[src/phy_cr_pkg.sv]
// ============================================================================
// phy_cr_pkg
// Shared types and codes for the PHY control-register port master.
// ============================================================================
package phy_cr_pkg;

    localparam int unsigned ADDR_W  = 16;
    localparam int unsigned DATA_W  = 16;
    localparam int unsigned CNT_W   = 17;
    localparam int unsigned PRE_W   = 8;
    localparam int unsigned FUNC_W  = 2;
    localparam int unsigned CFG_W   = 17;
    localparam int unsigned CFG_IDX_W = 1;

    localparam logic [CNT_W-1:0] ACK_WAIT_LIMIT_RST  = CNT_W'(100000);
    localparam logic [PRE_W-1:0] PRE_CLOCK_COUNT_RST = PRE_W'(100);

    // Configuration register indexes
    localparam logic [CFG_IDX_W-1:0] CFG_ACK_WAIT_LIMIT  = 1'b0;
    localparam logic [CFG_IDX_W-1:0] CFG_PRE_CLOCK_COUNT = 1'b1;

    // Request function codes
    localparam logic [FUNC_W-1:0] FUNC_TICK  = 2'd0;
    localparam logic [FUNC_W-1:0] FUNC_READ  = 2'd1;
    localparam logic [FUNC_W-1:0] FUNC_WRITE = 2'd2;

    typedef enum logic [1:0] {
        PH_IDLE   = 2'd0,
        PH_PRECLK = 2'd1,
        PH_ENABLE = 2'd2,
        PH_WAIT   = 2'd3
    } phase_t;

    typedef struct packed {
        logic [FUNC_W-1:0] func;
        logic [ADDR_W-1:0] req_addr;
        logic [DATA_W-1:0] req_wdata;
        logic              ack_in;
        logic [DATA_W-1:0] phy_rdata;
    } req_item_t;

    typedef struct packed {
        logic              cr_clk_pulse;
        logic              cr_select;
        logic [ADDR_W-1:0] cr_address;
        logic              cr_read_en;
        logic              cr_write_en;
        logic [DATA_W-1:0] cr_data_out;
        logic              busy_res;
        logic              done_res;
        logic              timed_out;
        logic [DATA_W-1:0] read_result;
    } res_item_t;

    typedef struct packed {
        logic                 we;
        logic [CFG_IDX_W-1:0] index;
        logic [CFG_W-1:0]     data;
    } cfg_wr_t;

endpackage

[src/phy_cr_in_reg.sv]
// ============================================================================
// phy_cr_in_reg
// Input register stage: capture one request item and hold it until taken.
// ============================================================================
module phy_cr_in_reg (
    input  logic                  clk,
    input  logic                  rst_n,
    input  logic                  in_valid,
    output logic                  in_ready,
    input  phy_cr_pkg::req_item_t in_item,
    output logic                  item_valid,
    output phy_cr_pkg::req_item_t item,
    input  logic                  item_take
);
    import phy_cr_pkg::*;

    logic      valid_reg;
    logic      valid_next;
    req_item_t item_reg;

    // Accept whenever the stage is empty or drains this cycle
    assign in_ready   = !valid_reg || item_take;
    assign valid_next = (in_valid && in_ready) || (valid_reg && !item_take);

    always_ff @(posedge clk or negedge rst_n)
    begin
        if (!rst_n)
        begin
            valid_reg <= 1'b0;
        end
        else
        begin
            valid_reg <= valid_next;
        end
    end

    always_ff @(posedge clk)
    begin
        if (in_valid && in_ready)
        begin
            item_reg <= in_item;
        end
    end

    assign item_valid = valid_reg;
    assign item       = item_reg;

endmodule

[src/phy_cr_seq.sv]
// ============================================================================
// phy_cr_seq
// Access sequencer: state, configuration and one-period step logic.
// ============================================================================
module phy_cr_seq (
    input  logic                  clk,
    input  logic                  rst_n,
    input  phy_cr_pkg::cfg_wr_t   cfg,
    input  logic                  step,
    input  phy_cr_pkg::req_item_t item,
    output phy_cr_pkg::res_item_t res
);
    import phy_cr_pkg::*;

    logic [CNT_W-1:0]  ack_wait_limit_reg;
    logic [PRE_W-1:0]  pre_clock_count_reg;

    phase_t            phase_reg, phase_next;
    logic [CNT_W-1:0]  cnt_reg, cnt_next;
    logic [ADDR_W-1:0] addr_reg, addr_next;
    logic [DATA_W-1:0] wdata_reg, wdata_next;
    logic              is_write_reg, is_write_next;
    logic              select_reg, select_next;

    // Configuration writes
    always_ff @(posedge clk or negedge rst_n)
    begin
        if (!rst_n)
        begin
            ack_wait_limit_reg  <= ACK_WAIT_LIMIT_RST;
            pre_clock_count_reg <= PRE_CLOCK_COUNT_RST;
        end
        else if (cfg.we)
        begin
            case (cfg.index)
                CFG_ACK_WAIT_LIMIT:  ack_wait_limit_reg  <= cfg.data;
                CFG_PRE_CLOCK_COUNT: pre_clock_count_reg <= cfg.data[PRE_W-1:0];
                default:             ;
            endcase
        end
    end

    always_comb
    begin
        phase_next    = phase_reg;
        cnt_next      = cnt_reg;
        addr_next     = addr_reg;
        wdata_next    = wdata_reg;
        is_write_next = is_write_reg;
        select_next   = select_reg;
        res           = '0;

        case (phase_reg)
            PH_PRECLK:
            begin
                res.cr_clk_pulse = 1'b1;
                res.busy_res     = 1'b1;
                if (cnt_reg <= CNT_W'(1))
                begin
                    cnt_next   = '0;
                    phase_next = PH_ENABLE;
                end
                else
                begin
                    cnt_next = cnt_reg - CNT_W'(1);
                end
            end
            PH_ENABLE:
            begin
                select_next      = 1'b1;
                res.cr_clk_pulse = 1'b1;
                res.busy_res     = 1'b1;
                res.cr_write_en  = is_write_reg;
                res.cr_read_en   = !is_write_reg;
                cnt_next         = ack_wait_limit_reg;
                phase_next       = PH_WAIT;
            end
            PH_WAIT:
            begin
                if (item.ack_in)
                begin
                    res.done_res = 1'b1;
                end
                else
                begin
                    res.cr_clk_pulse = 1'b1;
                    if (cnt_reg == '0)
                    begin
                        res.done_res  = 1'b1;
                        res.timed_out = 1'b1;
                    end
                    else
                    begin
                        cnt_next     = cnt_reg - CNT_W'(1);
                        res.busy_res = 1'b1;
                    end
                end
                if (res.done_res)
                begin
                    if (!is_write_reg)
                    begin
                        res.read_result = item.phy_rdata;
                    end
                    phase_next = PH_IDLE;
                end
            end
            default:
            begin
                if (item.func == FUNC_READ || item.func == FUNC_WRITE)
                begin
                    res.busy_res  = 1'b1;
                    addr_next     = item.req_addr;
                    is_write_next = (item.func == FUNC_WRITE);
                    if (item.func == FUNC_WRITE)
                    begin
                        wdata_next = item.req_wdata;
                    end
                    cnt_next   = CNT_W'(pre_clock_count_reg);
                    phase_next = (pre_clock_count_reg == '0) ? PH_ENABLE : PH_PRECLK;
                end
            end
        endcase

        res.cr_select   = select_next;
        res.cr_address  = addr_next;
        res.cr_data_out = wdata_next;
    end

    // Advance state once per consumed item
    always_ff @(posedge clk or negedge rst_n)
    begin
        if (!rst_n)
        begin
            phase_reg    <= PH_IDLE;
            cnt_reg      <= '0;
            addr_reg     <= '0;
            wdata_reg    <= '0;
            is_write_reg <= 1'b0;
            select_reg   <= 1'b0;
        end
        else if (step)
        begin
            phase_reg    <= phase_next;
            cnt_reg      <= cnt_next;
            addr_reg     <= addr_next;
            wdata_reg    <= wdata_next;
            is_write_reg <= is_write_next;
            select_reg   <= select_next;
        end
    end

endmodule

[src/phy_cr_port_master.sv]
// ============================================================================
// phy_cr_port_master
// Master for a PHY control-register port, one port clock period per request.
// ============================================================================
//
//  channel   handshake            payload
//  --------  -------------------  ------------------------------------------
//  input     in_valid / in_ready  func, req_addr, req_wdata, ack_in, phy_rdata
//  output    out_valid/out_ready  cr_* lines, busy_res, done_res, timed_out,
//                                 read_result
//  config    cfg_we (no wait)     cfg_index, cfg_data
//
//  Each request passes through the input register and then the result
//  register, and one request is taken every cycle unless the output stalls.
//  The step logic between the two registers (one 17-bit decrement and
//  compare) sets the clock period.
//  Reset clears the handshake valids, the sequencer state and the
//  configuration to its default values.
//  A stalled output holds its result; the input register keeps accepting
//  while the result register is free or drains in the same cycle.
//
module phy_cr_port_master (
    input  logic                              clk,
    input  logic                              rst_n,
    // request channel
    input  logic                              in_valid,
    output logic                              in_ready,
    input  logic [phy_cr_pkg::FUNC_W-1:0]     func,
    input  logic [phy_cr_pkg::ADDR_W-1:0]     req_addr,
    input  logic [phy_cr_pkg::DATA_W-1:0]     req_wdata,
    input  logic                              ack_in,
    input  logic [phy_cr_pkg::DATA_W-1:0]     phy_rdata,
    // result channel
    output logic                              out_valid,
    input  logic                              out_ready,
    output logic                              cr_clk_pulse,
    output logic                              cr_select,
    output logic [phy_cr_pkg::ADDR_W-1:0]     cr_address,
    output logic                              cr_read_en,
    output logic                              cr_write_en,
    output logic [phy_cr_pkg::DATA_W-1:0]     cr_data_out,
    output logic                              busy_res,
    output logic                              done_res,
    output logic                              timed_out,
    output logic [phy_cr_pkg::DATA_W-1:0]     read_result,
    // configuration write port
    input  logic                              cfg_we,
    input  logic [phy_cr_pkg::CFG_IDX_W-1:0]  cfg_index,
    input  logic [phy_cr_pkg::CFG_W-1:0]      cfg_data
);
    import phy_cr_pkg::*;

    req_item_t in_item;
    req_item_t item;
    logic      item_valid;
    logic      item_take;
    res_item_t res;
    res_item_t res_reg;
    logic      out_valid_reg;
    logic      out_valid_next;
    cfg_wr_t   cfg;

    assign in_item.func      = func;
    assign in_item.req_addr  = req_addr;
    assign in_item.req_wdata = req_wdata;
    assign in_item.ack_in    = ack_in;
    assign in_item.phy_rdata = phy_rdata;

    assign cfg.we    = cfg_we;
    assign cfg.index = cfg_index;
    assign cfg.data  = cfg_data;

    phy_cr_in_reg u_in_reg (
        .clk        (clk),
        .rst_n      (rst_n),
        .in_valid   (in_valid),
        .in_ready   (in_ready),
        .in_item    (in_item),
        .item_valid (item_valid),
        .item       (item),
        .item_take  (item_take)
    );

    // Advance the held request into the result register when it has room;
    // the sequencer state steps in the same cycle.
    assign item_take = item_valid && (!out_valid_reg || out_ready);

    phy_cr_seq u_seq (
        .clk   (clk),
        .rst_n (rst_n),
        .cfg   (cfg),
        .step  (item_take),
        .item  (item),
        .res   (res)
    );

    assign out_valid_next = item_take || (out_valid_reg && !out_ready);

    always_ff @(posedge clk or negedge rst_n)
    begin
        if (!rst_n)
        begin
            out_valid_reg <= 1'b0;
        end
        else
        begin
            out_valid_reg <= out_valid_next;
        end
    end

    // Hold the result until the consumer takes it
    always_ff @(posedge clk)
    begin
        if (item_take)
        begin
            res_reg <= res;
        end
    end

    assign out_valid    = out_valid_reg;
    assign cr_clk_pulse = res_reg.cr_clk_pulse;
    assign cr_select    = res_reg.cr_select;
    assign cr_address   = res_reg.cr_address;
    assign cr_read_en   = res_reg.cr_read_en;
    assign cr_write_en  = res_reg.cr_write_en;
    assign cr_data_out  = res_reg.cr_data_out;
    assign busy_res     = res_reg.busy_res;
    assign done_res     = res_reg.done_res;
    assign timed_out    = res_reg.timed_out;
    assign read_result  = res_reg.read_result;

endmodule
[config.mk]
export PLATFORM = sky130hd
export DESIGN_NAME = phy_cr_port_master
export DESIGN_NICKNAME = d
export VERILOG_FILES = /design/src/phy_cr_pkg.sv /design/src/phy_cr_in_reg.sv /design/src/phy_cr_seq.sv /design/src/phy_cr_port_master.sv
export SDC_FILE = /design/constraint.sdc
export NUM_CORES = 1
export LEC_CHECK = 0
export BUFFER_PORTS_ARGS = -buffer_cell sky130_fd_sc_hd__buf_4
export CAP_MARGIN = 15
export CORE_AREA = 2 2 141 143
export DETAILED_ROUTE_END_ITERATION = 8
export DIE_AREA = 0 0 143 145
export PLACE_DENSITY = 0.66
export SYNTH_ARGS = -nofsm -noshare
export SYNTH_HDL_FRONTEND = slang
export SYNTH_SLANG_ARGS = --single-unit
[constraint.sdc]
create_clock -name clk -period 4 [get_ports clk]
set_clock_uncertainty 0.05 [all_clocks]
set_input_delay 1.2 -clock clk [delete_from_list [all_inputs] [get_ports clk]]
set_output_delay 1.2 -clock clk [all_outputs]
set_load 0.005 [all_outputs]
# After elaboration in Yosys (flattened, before gate mapping)
# Index checks and enable logic that the tools add are counted.
# word_totals
register_bits	186
out_inout_bits	57
wordCells	91
# op_classes
n_addsub	1
magnitude_cmp	1
n_eq_ne	9
muxes	25
bitwise_logic	4
reduce_logical	26
# ops
operator	n
$mux W16	5
$mux W17	4
$pmux W17 S3	1
$le A17 B1 Y1 const B	1
$logic_not A17 Y1	1
$sub A17 B1 Y17 const B	1
$mux W2	5
$logic_not A8 Y1	1
$reduce_and A4 Y1	2
$mux W1	7
$eq A2 B2 Y1 const B	3
$ne A2 B2 Y1 const B	3
$pmux W2 S3	1
$reduce_or A3 Y1	2
$logic_not A1 Y1	5
$logic_or A1 B1 Y1	5
$eq A2 B1 Y1 const B	2
$logic_and A1 B1 Y1	4
$not A1 Y1	4
$pmux W1 S2	2
$reduce_and A2 Y1	2
$reduce_bool A4 Y1	1
$reduce_or A2 Y1	2
$reduce_and A3 Y1	1
$ne A2 B1 Y1 const B	1

# Longest topological paths before layout
# Gate-level depths: netlist of the first run.
# depth
ltp_word	6
ltp_mapped	10
depth_no_buf	8

# Hierarchy
# Synthesis of the first run repeated with hierarchy kept, for this count alone.
# unflattened
cells_unflattened	519
hier_area_um2	7516.0
# modules_own_cells
mod	instances	cells_each	area_each_um2	seq_area_each_um2
phy_cr_seq	1	405	4235.3	1963.1
phy_cr_port_master	1	59	1695.4	1676.6
phy_cr_in_reg	1	55	1585.3	1556.5

# Worst setup path before layout of the first run
# No wires, ideal clock.
# synth_path
path_type	input port to flip-flop
startpoint	input out_ready
endpoint	register res_reg, in the netlist busy_res, enable pin
setup_time_ns	0.441
t_arrival_ns	3.396
t_required_ns	3.509
path_slack_ns	0.114
cell_stages	4
cell_sequence	nand2b_1 > nand2_1 > inv_2 > buf_1
# synth_via
elab_chain_cells	2
# synth_lines
element	line_no	text
start, declared	phy_cr_port_master.sv:35	input logic out_ready,
$logic_or A1 B1 Y1	phy_cr_port_master.sv:86	assign item_take = item_valid && (!out_valid_reg || out_ready);
$logic_and A1 B1 Y1	phy_cr_port_master.sv:86	
named net item_take	phy_cr_port_master.sv:56	logic item_take;
end signal, assigned	phy_cr_port_master.sv:116	res_reg <= res;
end, declared	phy_cr_port_master.sv:58	res_item_t res_reg;
# The timed path passes the listed nets, and every way through them passes these cells.
# A chain may end at the register's enable or synchronous reset.

==> results of run 1 <==
## synthesized netlist by cell type (11+ instances only)
cell type,instances,area share
sky130_fd_sc_hd__a21oi_1,11,0.0073
sky130_fd_sc_hd__and2_1,19,0.016
sky130_fd_sc_hd__clkbuf_1,18,0.0089
sky130_fd_sc_hd__dfrtp_1,71,0.23
sky130_fd_sc_hd__edfxtp_1,106,0.42
sky130_fd_sc_hd__mux2_2,59,0.088
sky130_fd_sc_hd__nand2_1,113,0.056
sky130_fd_sc_hd__nor2_1,16,0.0079
sky130_fd_sc_hd__nor3_1,13,0.0086
sky130_fd_sc_hd__o21ai_0,20,0.013
## cell families (layout without fill, tap and decap cells)
logic type / count (synthesis) / after routing / share of synthesized area
simple gates: 205 / 205 / 0.128
flops: 186 / 186 / 0.686
compound gates: 67 / 67 / 0.0628
mux: 60 / 60 / 0.0891
buf+inv: 31 / 177 / 0.0165
fa+ha+maj: 9 / 9 / 0.0149
xor+xnor: 2 / 2 / 0.00231
## through the flow
step	hold WS, ps	instance area, um2	worst slack (ps)	power, mW	std cells
2_1_floorplan	370	7570	114	3.93	560
6_report	398	9430	1090	6.13	971
5_1_grt	420	9430	838	6.47	971
3_5_place_dp	386	8830	1090	4.51	938
3_3_place_gp	381	8830	1110	4.40	938
4_1_cts	401	9410	1070	6.16	970
## report_power, final
part	internal, mW	switching [mW]	total (mW)
clock network	0.925	0.715	1.64
registers	2.57	0.263	2.83
logic	0.753	0.907	1.66
## critical path: cells and delay by family, from the launching register on
kind,cells,cell delay [ps]
flops,1,410
simple gates,2,1350
fa+ha+maj,1,220
mux,1,480
buf+inv,1,140
## layout make-up
cell class,instances,area (um2)
fill,1686,9770
sequential,186,5200
multi-input combinational,343,2250
timing repair buffer,136,1040
clock buffer,19,433
tap,265,332
clock inverter,13,145
inverter,9,33.8
## layer usage
| layer | vias to the layer above | share of wire | wire [um] |
|---|---|---|---|
| met5 | - | 0 | 0 |
| met4 | 0 | 0.012 | 195 |
| met3 | 15 | 0.040 | 634 |
| met2 | 125 | 0.52 | 8300 |
| met1 | 2387 | 0.43 | 6850 |
| li1 | 2270 | - | - |
## how the worst min path moves through the flow
stage / start / endpoint / slack [ps] / cells after the start
4_1_cts: u_seq.select_reg / u_seq.select_reg / 400 / 1
3_3_place_gp: u_seq.select_reg / u_seq.select_reg / 380 / 1
6_report: u_seq.select_reg / u_seq.select_reg / 400 / 1
2_1_floorplan: u_seq.select_reg / u_seq.select_reg / 370 / 1
3_5_place_dp: u_seq.select_reg / u_seq.select_reg / 390 / 1
5_1_grt: u_seq.select_reg / u_seq.select_reg / 420 / 1
==> load_flow_metrics.sql, run 1 <==
INSERT INTO impl_metrics (metric_group, metric, value, unit) VALUES
('worst_setup_path', 'ff_to_ff_setup_slack', '1090', 'ps'),
('worst_setup_path', 'crit_type', 'reg2reg', ''),
('synth', 'synth.avg_cell_area', '13.5', 'um2'),
('grt', 'gr-max-usage-layer', 'met2', ''),
('worst_hold_path', 'timing.hold.worst.class', 'reg2reg', ''),
('pwr', 'total_power_divided_by_cell_area', '650', 'nW/um2'),
('worst_setup_path', 'startpoint', 'u_seq.phase_reg[0]', ''),
('place', 'gp_routability_congestion', '0.800', ''),
('worst_setup_path', 'crit_path_cell_chain', 'inv_1 -> ha_1 -> nor2b_2 -> nand2_1 -> mux2_2', ''),
('place', 'placement.io_buffers', '130', ''),
('timing', 'post-route-min-period', '2910', 'ps'),
('cts', 'clkSlewWorstSetupHoldPaths', '60', 'ps'),
('worst_setup_path', 'max_incr_delay_on_cp', '690', 'ps'),
('cts', 'hold_bufs_at_cts', '0', ''),
('synth', 'mappedNetlistArea', '7570', 'um2'),
('cts', 'cts.root.buffer_cell', 'sky130_fd_sc_hd__clkbuf_16', ''),
('drt', 'detailedRoute.firstIterationViolations', '352', ''),
('drt', 'avgRoutedWirePerCell', '16.5', 'um'),
('layout', 'nNetsFinal', '776', ''),
('grt', 'vias_in_the_first_global_route', '4878', ''),
('layout', 'finish.utilization', '0.491', ''),
('grt', 'gr-usage-met2', '0.270', ''),
('grt', 'gr-total-overflow', '0', ''),
('drt', 'via_per_inst', '4.94', ''),
('drt', 'dr_total_vias', '4797', ''),
('place', 'dp_hpwl', '10.8', 'mm'),
('die', 'floorplan.die.height', '145', 'um'),
('cts', 'cts_made_buffers', '17', ''),
('layout', 'n_antenna_cell', '0', ''),
('grt', 'wire_length_of_the_first_global_routing_pass', '25.2', 'mm'),
('layout', 'syn2layout_area_growth', '24.6', '%'),
('pwr', 'cellLeakagePower', '3.99', 'nW'),
('synth', 'synth-async-reset-ratio', '0.430', ''),
('drt', 'drcViolationCount', '0', ''),
('worst_setup_path', 'worstRegToRegCells', '5', ''),
('timing', 'relSlewSlack', '0.314', ''),
('grt', 'grtUsageMet1', '0.194', ''),
('die', 'dieArea', '20700', 'um2'),
('pwr', 'vdd_ir_drop_max', '355', 'uV'),
('cts', 'clk_latency', '430', 'ps'),
('timing', 'rsz0062_at_grt', 'no', ''),
('worst_setup_path', 'critPathCaptureType', 'flop', ''),
('die', 'io-pin-count', '131', ''),
('flow_run', 'maxCapViolCount', '0', ''),
('layout', 'most-common-layout-cells', '135 x sky130_fd_sc_hd__buf_4, 113 x sky130_fd_sc_hd__nand2_1, 106 x sky130_fd_sc_hd__edfxtp_1', ''),
('drt', 'postRouteWirelength', '16.0', 'mm'),
('worst_setup_path', 'reg2reg_to', 'cr_data_out[0]', ''),
('synth', 'synthesis.nets', '643', ''),
('synth', 'cell_count_after_synthesis', '560', ''),
('layout', 'most_frequent_standard_cell_in_the_layout_excluding_fill_and_tap_cells', 'sky130_fd_sc_hd__buf_4', ''),
('timing', 'finalMaxSlewViolations', '0', ''),
('grt', 'gr-usage-met3', '0.0389', ''),
('layout', 'post_route_cells_drive_above_1_share', '0.347', ''),
('timing', 'final.period_utilization', '0.728', ''),
('die', 'die_w', '143', 'um'),
('run_status', 'outcome', 'completed', ''),
('cts', 'cts.path.max_buffers', '2', ''),
('synth', 'synth.yosys.seq_area_share', '0.686', ''),
('timing', 'timing_hold_violations_final', '0', ''),
('worst_setup_path', 'worstReg2RegStart', 'u_seq.phase_reg[0]', ''),
('drt', 'dr.pass1.iters', '4', ''),
('synth', 'ys_warn_count', '0', ''),
('timing', 'totalNegativeSetupSlack', '0', 'ps'),
('grt', 'largest_net_degree_at_the_start_of_global_routing', '81', ''),
('synth', 'dominantRegCellSynth', 'sky130_fd_sc_hd__edfxtp_1', ''),
('timing', 'report.final.setup_viol', '0', ''),
('worst_setup_path', 'data_arrival_at_the_endpoint_of_the_critical_path', '3020', 'ps'),
('worst_setup_path', 'critical_path_required', '4110', 'ps'),
('die', 'row_count', '51', ''),
('cts', 'cts_tree', 'built', ''),
('worst_setup_path', 'critical_path.max_fanout', '18', '');
(Power assumes the default switching activity.)
==> inputs of run 2 (changes only) <==
ABC_AREA = 1   (was not set)
CORE_AREA = 2 2 143 145   (was 2 2 141 143)
DIE_AREA = 0 0 145 147   (was 0 0 143 145)
PLACE_DENSITY = 0.68   (was 0.66)
clock period = 2.4 ns   (was 4 ns; I/O delays follow)
==> run 2 against run 1 <==
  * Register-to-register slack lost 760 ps
  * Die area grew 2.8%
  * Setup slack lost 760 ps
  * Non-clock buffer count grew 5
  * Critical endpoint is now u_seq.phase_reg[0]
  * Maximum frequency grew 40%
  * Critical path depth grew 3
  * Sequential power grew 62%
==> load_flow_metrics.sql, run 2 <==
INSERT INTO impl_metrics (metric_group, metric, value, unit) VALUES
('timing', 'timing_hold_violations_final', '0', ''),
('pwr', 'sw_frac_of_total', '0.332', ''),
('synth', 'mappedNetlistArea', '7800', 'um2'),
('synth', 'synth-edff-count', '106', ''),
('worst_setup_path', 'critical_path.max_fanout', '4', ''),
('timing', 'rsz0062_at_grt', 'no', ''),
('worst_hold_path', 'timing.hold.worst.class', 'in2async', ''),
('grt', 'gr-total-overflow', '0', ''),
('layout', 'post_route_cells_drive_above_1_share', '0.250', ''),
('synth', 'synth.yosys.seq_area_share', '0.666', ''),
('grt', 'vias_in_the_first_global_route', '5223', ''),
('timing', 'final.period_utilization', '0.865', ''),
('place', 'placement.io_buffers', '130', ''),
('worst_setup_path', 'data_arrival_at_the_endpoint_of_the_critical_path', '2330', 'ps'),
('worst_setup_path', 'start_kind', 'flop', ''),
('layout', 'nNetsFinal', '953', ''),
('timing', 'totalNegativeSetupSlack', '0', 'ps'),
('layout', 'syn2layout_area_growth', '24.6', '%'),
('pwr', 'internal_power', '6.94', 'mW'),
('die', 'dieArea', '21300', 'um2'),
('pwr', 'total_power_divided_by_cell_area', '1070', 'nW/um2'),
('die', 'core_region_area', '19800', 'um2'),
('layout', 'fillerInstances', '1792', ''),
('grt', 'wire_length_of_the_first_global_routing_pass', '25.7', 'mm'),
('cts', 'htreeDepth', '4', ''),
('worst_setup_path', 'max_incr_delay_on_cp', '530', 'ps'),
('synth', 'cell_count_after_synthesis', '732', ''),
('synth', 'synth_top_cell_by_area', 'sky130_fd_sc_hd__edfxtp_1', ''),
('synth', 'ys_warn_count', '0', ''),
('worst_setup_path', 'crit_type', 'reg2reg', ''),
('synth', 'yosys.cell_count.top_type', 'sky130_fd_sc_hd__nand2_1', ''),
('grt', 'largest_net_degree_at_the_start_of_global_routing', '87', ''),
('place', 'dpl-instance-area', '9130', 'um2'),
('worst_setup_path', 'critical_path_required', '2660', 'ps'),
('timing', 'transition_time_at_the_pin_with_the_least_slew_margin', '674', 'ps'),
('timing', 'relSlewSlack', '0.547', ''),
('drt', 'detailedRoute.firstIterationViolations', '309', ''),
('die', 'effective_utilization_at_floorplan', '0.393', ''),
('pwr', 'vdd_ir_drop_max', '452', 'uV'),
('grt', 'globalRouteTotalUtil', '0.153', ''),
('layout', 'most_frequent_standard_cell_in_the_layout_excluding_fill_and_tap_cells', 'sky130_fd_sc_hd__nand2_1', ''),
('synth', 'synth-simple-area-share', '0.171', ''),
('layout', 'n_antenna_cell', '0', ''),
('timing', 'post-route-min-period', '2070', 'ps'),
('grt', 'initial_antenna_violation_count', '0', ''),
('cts', 'cts.path.max_buffers', '2', ''),
('die', 'die_w', '145', 'um'),
('cts', 'hold_bufs_at_cts', '0', ''),
('worst_setup_path', 'ff_to_ff_setup_slack', '330', 'ps'),
('cts', 'number_of_clock_sinks', '186', ''),
('timing', 'finalMaxSlewViolations', '0', ''),
('synth', 'area_share_of_the_leading_cell_type_in_the_synthesized_netlist', '0.408', ''),
('drt', 'avgRoutedWirePerCell', '13.5', 'um'),
('cts', 'clk_latency', '430', 'ps'),
('synth', 'largest_family_of_logic_cells_by_synthesized_area', 'simple AND/OR/NAND/NOR gates', ''),
('drt', 'dr.pass1.iters', '4', ''),
('drt', 'ant_nets', '0', ''),
('worst_setup_path', 'critical-path-slowest-cell', 'sky130_fd_sc_hd__nor4_1', ''),
('pwr', 'seq_power_share', '0.440', ''),
('layout', 'most-common-layout-cells', '200 x sky130_fd_sc_hd__nand2_1, 138 x sky130_fd_sc_hd__buf_4, 106 x sky130_fd_sc_hd__edfxtp_1', ''),
('cts', 'clkSlewWorstSetupHoldPaths', '70', 'ps'),
('pwr', 'power.switching', '3.45', 'mW'),
('synth', 'synth-async-reset-ratio', '0.430', ''),
('flow_run', 'maxCapViolCount', '0', ''),
('timing', 'achievable-frequency', '482', 'MHz'),
('place', 'gp_routability_congestion', '0.832', ''),
('cts', 'cts.root.buffer_cell', 'sky130_fd_sc_hd__clkbuf_16', ''),
('die', 'floorplan.die.height', '147', 'um'),
('drt', 'postRouteWirelength', '15.6', 'mm'),
('layout', 'largest_register_ffs', '51', ''),
('synth', 'synthesis.nets', '815', ''),
('synth', 'dominantRegCellSynth', 'sky130_fd_sc_hd__edfxtp_1', ''),
('synth', 'cell_types_occupying_the_most_area_after_synthesis', 'sky130_fd_sc_hd__edfxtp_1 41%, sky130_fd_sc_hd__dfrtp_1 23%, sky130_fd_sc_hd__nand2_1 9.6%', ''),
('layout', 'final_cell_area', '9730', 'um2'),
('run_status', 'outcome', 'completed', ''),
('pwr', 'pwr-share-clk', '0.271', ''),
('drt', 'via_per_inst', '4.46', ''),
('synth', 'post_synth_xor_xnor_area', '0.0112', ''),
('cts', 'cts.repair.resized', '0', ''),
('drt', 'drcViolationCount', '0', ''),
('synth', 'synth_top_cells_by_count', '200 x sky130_fd_sc_hd__nand2_1, 106 x sky130_fd_sc_hd__edfxtp_1, 91 x sky130_fd_sc_hd__inv_1, 71 x sky130_fd_sc_hd__dfrtp_1, 67 x sky130_fd_sc_hd__o21ai_0', ''),
('synth', 'adder_and_majority_gate_portion_of_the_synthesized_area', '0.0144', ''),
('synth', 'count_of_cell_types_in_the_netlist', '34', ''),
('pwr', 'cellLeakagePower', '4.39', 'nW'),
('synth', 'synth-seq-cells', '186', ''),
('timing', 'report.final.setup_viol', '0', ''),
('die', 'io-pin-count', '131', ''),
('drt', 'dr_total_vias', '5143', ''),
('synth', 'synth.avg_cell_area', '10.7', 'um2'),
('synth', 'synth_compound_area_frac', '0.0657', ''),
('cts', 'post-cts-setup-buffer-count', '0', ''),
('place', 'dp_hpwl', '10.6', 'mm'),
('worst_setup_path', 'critPathCaptureType', 'flop', ''),
('worst_setup_path', 'crit_path_cell_chain', 'inv_1 -> ha_1 -> clkinv_1 -> nor2_1 -> nand3_1 -> nor4_1 -> or2_2 -> o21ai_0', ''),
('pwr', 'comb_power_share', '0.289', ''),
('cts', 'cts_tree', 'built', ''),
('synth', 'synth_mux_area_frac', '0.0130', ''),
('cts', 'cts_made_buffers', '17', ''),
('die', 'row_count', '52', '');
-- run 2: cell count changes after synthesis, moves of 8 or more --
cell,delta
sky130_fd_sc_hd__nor2_1,+49
sky130_fd_sc_hd__inv_1,+83
sky130_fd_sc_hd__a21oi_1,+17
sky130_fd_sc_hd__nor2_4,+11
sky130_fd_sc_hd__o21ai_0,+47
sky130_fd_sc_hd__mux2_2,-50
sky130_fd_sc_hd__and2_1,-19
sky130_fd_sc_hd__nand2b_1,-9
sky130_fd_sc_hd__nand2_1,+87
sky130_fd_sc_hd__nor3_1,-13
sky130_fd_sc_hd__a22o_1,-8
-- run 2: worst paths after layout --
| check | from | to | cells past startpoint |
|---|---|---|---|
| max | u_seq.phase_reg[0] | u_seq.phase_reg[0] | 8 |
| min reg2reg | u_seq.select_reg | u_seq.select_reg | 2 |
| max in group asynchronous | rst_n | u_seq.ack_wait_limit_reg[10] | 2 |
| max reg2reg | u_seq.phase_reg[0] | u_seq.phase_reg[0] | 8 |
| min in group clk | u_seq.select_reg | u_seq.select_reg | 2 |
| min | rst_n | u_seq.ack_wait_limit_reg[3] | 1 |
-- run 2: final cells by class --
cell class              instances  area, um2  area share
inverters                      92        347      0.0356
flip-flops and latches        186       5200       0.534
clock inverters                13        148      0.0152
repair buffers                141       1100       0.113
well taps                     270        338      0.0347
clock buffers                  19        453      0.0466
multi-input cells             432       2150       0.221
-- run 2: routing by layer --
| layer | wire length [um] | GRT usage | vias to the layer above | share of wire |
|---|---|---|---|---|
| li1 | - | - | 2627 | - |
| met5 | 0 | 0 | - | 0 |
| met4 | 404 | 0.0644 | 0 | 0.026 |
| met2 | 7280 | 0.244 | 118 | 0.47 |
| met3 | 706 | 0.0357 | 28 | 0.045 |
| met1 | 7190 | 0.203 | 2370 | 0.46 |
-- run 2: power by group through the flow --
stage / logic (mW) / clock network [mW] / registers [mW]
after floorplan: 2.08 / 0 / 4.57
after global placement: 2.94 / 0 / 4.62
after detailed placement: 3.02 / 0 / 4.64
after CTS: 3.04 / 2.90 / 4.58
after global routing: 3.46 / 3.03 / 4.66
final: 3.00 / 2.82 / 4.58
-- run 2: worst max-delay path, delay by kind of cell, from the launching register on --
| kind | cells | cell delay (ps) |
|---|---|---|
| flip-flops | 1 | 420 |
| buffers and inverters | 2 | 210 |
| AO/OA/AOI/OAI | 1 | 60 |
| adder cells (fa/ha/maj) | 1 | 200 |
| AND/OR/NAND/NOR | 4 | 1010 |
-- run 2: logic make-up after synthesis --
kind of cell / count (synthesis)
AO/OA/AOI/OAI: 100
XOR/XNOR: 10
adder cells (fa/ha/maj): 9
buffers and inverters: 114
flip-flops: 186
multiplexers: 9
AND/OR/NAND/NOR: 304
-- run 2: per-stage QoR --
step / instances / worst slack [ps] / power, mW / util / hold slack [ps]
floorplan: 732 / 25.7 / 6.65 / - / 374
global placement: 1121 / 383 / 7.56 / 0.460 / 394
detailed placement: 1121 / 362 / 7.65 / 0.460 / 399
CTS: 1153 / 341 / 10.5 / 0.490 / 168
global route: 1153 / 247 / 11.1 / 0.490 / 178
finish: 1153 / 325 / 10.4 / 0.490 / 169
==> inputs of run 3 (changes only) <==
ABC_AREA = not set   (was 1)
CORE_AREA = 2 2 141 143   (was 2 2 143 145)
DIE_AREA = 0 0 143 145   (was 0 0 145 147)
==> run 3 against run 2 <==
  * Non-clock buffer count rose by 22
  * Critical path depth fell by 2
  * Critical endpoint is now u_seq.cnt_reg[16]
  * The flow now finishes with violations (setup timing)
  * Design area rose by 0.48%
  * Wire length rose by 5.6%
  * First-iteration DRC count rose by 12%
  * Register-to-register slack got worse by 350 ps
  * Combinational power rose by 9.3%
  * Power rose by 3.8%
  * Sequential power rose by 2%
  * Maximum frequency fell by 14%
  * Highest routed layer unchanged
  * Core utilization rose by 1.9 points
  * Largest power group unchanged
==> load_flow_metrics.sql, run 3 (synthesized netlist as in run 1, its figures left out) <==
INSERT INTO impl_metrics (metric_group, metric, value, unit) VALUES
('timing', 'relSlewSlack', '0.528', ''),
('place', 'gp_routability_congestion', '0.858', ''),
('die', 'core_region_area', '19200', 'um2'),
('timing', 'finalMaxSlewViolations', '0', ''),
('die', 'floorplan.die.height', '145', 'um'),
('drt', 'avgRoutedWirePerCell', '16.5', 'um'),
('grt', 'globalRouteTotalUtil', '0.165', ''),
('worst_setup_path', 'critical_path.max_fanout', '5', ''),
('worst_setup_path', 'worstRegToRegCells', '6', ''),
('timing', 'final.period_utilization', '1.01', ''),
('worst_setup_path', 'crit_type', 'reg2reg', ''),
('timing', 'post-route-min-period', '2430', 'ps'),
('layout', 'post_route_cells_drive_above_1_share', '0.383', ''),
('pwr', 'totalPowerFinal', '10.8', 'mW'),
('worst_hold_path', 'timing.hold.worst.class', 'in2async', ''),
('pwr', 'sw_frac_of_total', '0.311', ''),
('timing', 'rsz0062_at_grt', 'yes', ''),
('drt', 'ant_nets', '0', ''),
('worst_setup_path', 'critical-path-slowest-cell', 'sky130_fd_sc_hd__or3_1', ''),
('worst_setup_path', 'critical_path_required', '2650', 'ps'),
('timing', 'timing_hold_violations_final', '0', ''),
('die', 'row_count', '51', ''),
('pwr', 'internal_power', '7.44', 'mW'),
('cts', 'clk_latency', '430', 'ps'),
('timing', 'totalNegativeSetupSlack', '-149', 'ps'),
('layout', 'instances_no_fill', '998', ''),
('drt', 'drcViolationCount', '0', ''),
('timing', 'setup_slack', '-25.1', 'ps'),
('pwr', 'seq_power_share', '0.434', ''),
('place', 'dp_hpwl', '11.3', 'mm'),
('grt', 'initial_antenna_violation_count', '0', ''),
('timing', 'transition_time_at_the_pin_with_the_least_slew_margin', '709', 'ps'),
('cts', 'cts.root.buffer_cell', 'sky130_fd_sc_hd__clkbuf_16', ''),
('grt', 'wire_length_of_the_first_global_routing_pass', '26.9', 'mm'),
('cts', 'cts.path.max_buffers', '2', ''),
('worst_setup_path', 'startpoint', 'u_seq.cnt_reg[14]', ''),
('die', 'io-pin-count', '131', ''),
('worst_setup_path', 'family_with_the_most_delay_on_the_worst_path', 'simple AND/OR/NAND/NOR gates', ''),
('die', 'dieArea', '20700', 'um2'),
('cts', 'number_of_clock_sinks', '186', ''),
('run_status', 'violations', 'setup timing', ''),
('pwr', 'cellLeakagePower', '4.18', 'nW'),
('worst_setup_path', 'ff_to_ff_setup_slack', '-30', 'ps'),
('drt', 'postRouteWirelength', '16.4', 'mm'),
('place', 'place.detailed.instances', '966', ''),
('die', 'die_w', '143', 'um'),
('place', 'place_worst_setup_slack', '-161', 'ps'),
('timing', 'achievable-frequency', '412', 'MHz'),
('timing', 'report.final.setup_viol', '9', ''),
('layout', 'most_frequent_standard_cell_in_the_layout_excluding_fill_and_tap_cells', 'sky130_fd_sc_hd__buf_4', ''),
('die', 'effective_utilization_at_floorplan', '0.394', ''),
('grt', 'vias_in_the_first_global_route', '5292', ''),
('drt', 'dr.pass1.iters', '4', ''),
('layout', 'syn2layout_area_growth', '29.1', '%'),
('pwr', 'total_power_divided_by_cell_area', '1100', 'nW/um2'),
('worst_setup_path', 'max_incr_delay_on_cp', '490', 'ps'),
('pwr', 'comb_power_share', '0.304', ''),
('worst_setup_path', 'data_arrival_at_the_endpoint_of_the_critical_path', '2680', 'ps'),
('place', 'placement.io_buffers', '130', ''),
('pwr', 'vdd_ir_drop_max', '447', 'uV'),
('cts', 'cts_made_buffers', '17', ''),
('worst_setup_path', 'worstReg2RegStart', 'u_seq.cnt_reg[14]', ''),
('layout', 'n_antenna_cell', '0', ''),
('drt', 'dr_total_vias', '4927', ''),
('worst_setup_path', 'crit_path_frequent_cell', 'sky130_fd_sc_hd__or3_4', ''),
('layout', 'largest_register_ffs', '51', ''),
('drt', 'detailedRoute.firstIterationViolations', '346', ''),
('cts', 'cts_tree', 'built', ''),
('worst_setup_path', 'start_kind', 'flop', ''),
('cts', 'clkSlewWorstSetupHoldPaths', '70', 'ps'),
('worst_setup_path', 'crit_path_cell_chain', 'or3_4 -> or3_4 -> or3_1 -> o211ai_4 -> o21ai_0 -> a211o_1', ''),
('worst_setup_path', 'reg2reg_to', 'u_seq.cnt_reg[16]', ''),
('pwr', 'power.switching', '3.36', 'mW'),
('worst_setup_path', 'cp.buffers_inverters', '0', ''),
('cts', 'htreeDepth', '4', ''),
('grt', 'gr-total-overflow', '0', ''),
('grt', 'largest_net_degree_at_the_start_of_global_routing', '81', ''),
('layout', 'most-common-layout-cells', '157 x sky130_fd_sc_hd__buf_4, 113 x sky130_fd_sc_hd__nand2_1, 106 x sky130_fd_sc_hd__edfxtp_1', ''),
('drt', 'via_per_inst', '4.94', ''),
('flow_run', 'maxCapViolCount', '0', ''),
('run_status', 'outcome', 'finished with violations', ''),
('layout', 'nNetsFinal', '803', ''),
('pwr', 'pwr-share-clk', '0.261', ''),
('worst_setup_path', 'critPathCaptureType', 'flop', '');
## run 3: cell count changes in the layout (fill, tap and decap cells not counted), sizes merged, moves of 9 or more
| cell | previous run | this run |
|---|---|---|
| a21oi | 29 | 11 |
| nand2 | 205 | 113 |
| nand2b | 0 | 9 |
| nor3 | 1 | 13 |
| o21ai | 70 | 23 |
| nor2 | 82 | 16 |
| mux2 | 9 | 59 |
| inv | 98 | 14 |
| and2 | 0 | 19 |
| buf | 141 | 163 |
## run 3: cell type report
cell class	instances	area, um2
inverter	9	33.8
sequential	186	5200
clock buffer	18	429
tap	265	332
clock inverter	14	165
multi-input combinational	343	2320
timing repair buffer	163	1300
fill	1626	9440
## run 3: metrics by stage
step,util,hold WS (ps),cell area [um2]
final,0.509,267,9770
after global routing,0.509,298,9770
after CTS,0.508,275,9750
after detailed placement,0.475,390,9120
after global placement,0.475,379,9120
after floorplan,-,370,7590
## run 3: worst max-delay path by stage
stage,depth (start not counted),to,slack (ps)
finish,6,u_seq.cnt_reg[16],-30
global route,7,u_seq.cnt_reg[8],-80
CTS,6,u_seq.phase_reg[1],-4
detailed placement,6,u_seq.cnt_reg[2],-160
global placement,6,u_seq.cnt_reg[2],-100
floorplan,8,u_seq.cnt_reg[14],-70
## run 3: repair_timing
item                       in CTS  in global routing
cloned                          0                  0
pin swaps                       2                  0
hold buffers                    0                  0
setup endpoints to repair      14                 16
resized for setup               7                  5
buffers inserted                0                  0
## run 3: layer usage
| metal | GRT usage | share of wire | vias up |
|---|---|---|---|
| met1 | 0.198 | 0.42 | 2456 |
| met4 | 0.0678 | 0.020 | 0 |
| li1 | - | - | 2326 |
| met3 | 0.0347 | 0.045 | 19 |
| met5 | 0 | 0 | - |
| met2 | 0.287 | 0.51 | 126 |
## run 3: power groups by stage
stage | sequential [mW] | clock, mW | combinational, mW
4_1_cts | 4.68 | 2.88 | 3.25
2_1_floorplan | 4.66 | 0 | 1.92
3_5_place_dp | 4.73 | 0 | 3.18
5_1_grt | 4.76 | 3.00 | 3.64
6_report | 4.69 | 2.82 | 3.28
3_3_place_gp | 4.68 | 0 | 3.02
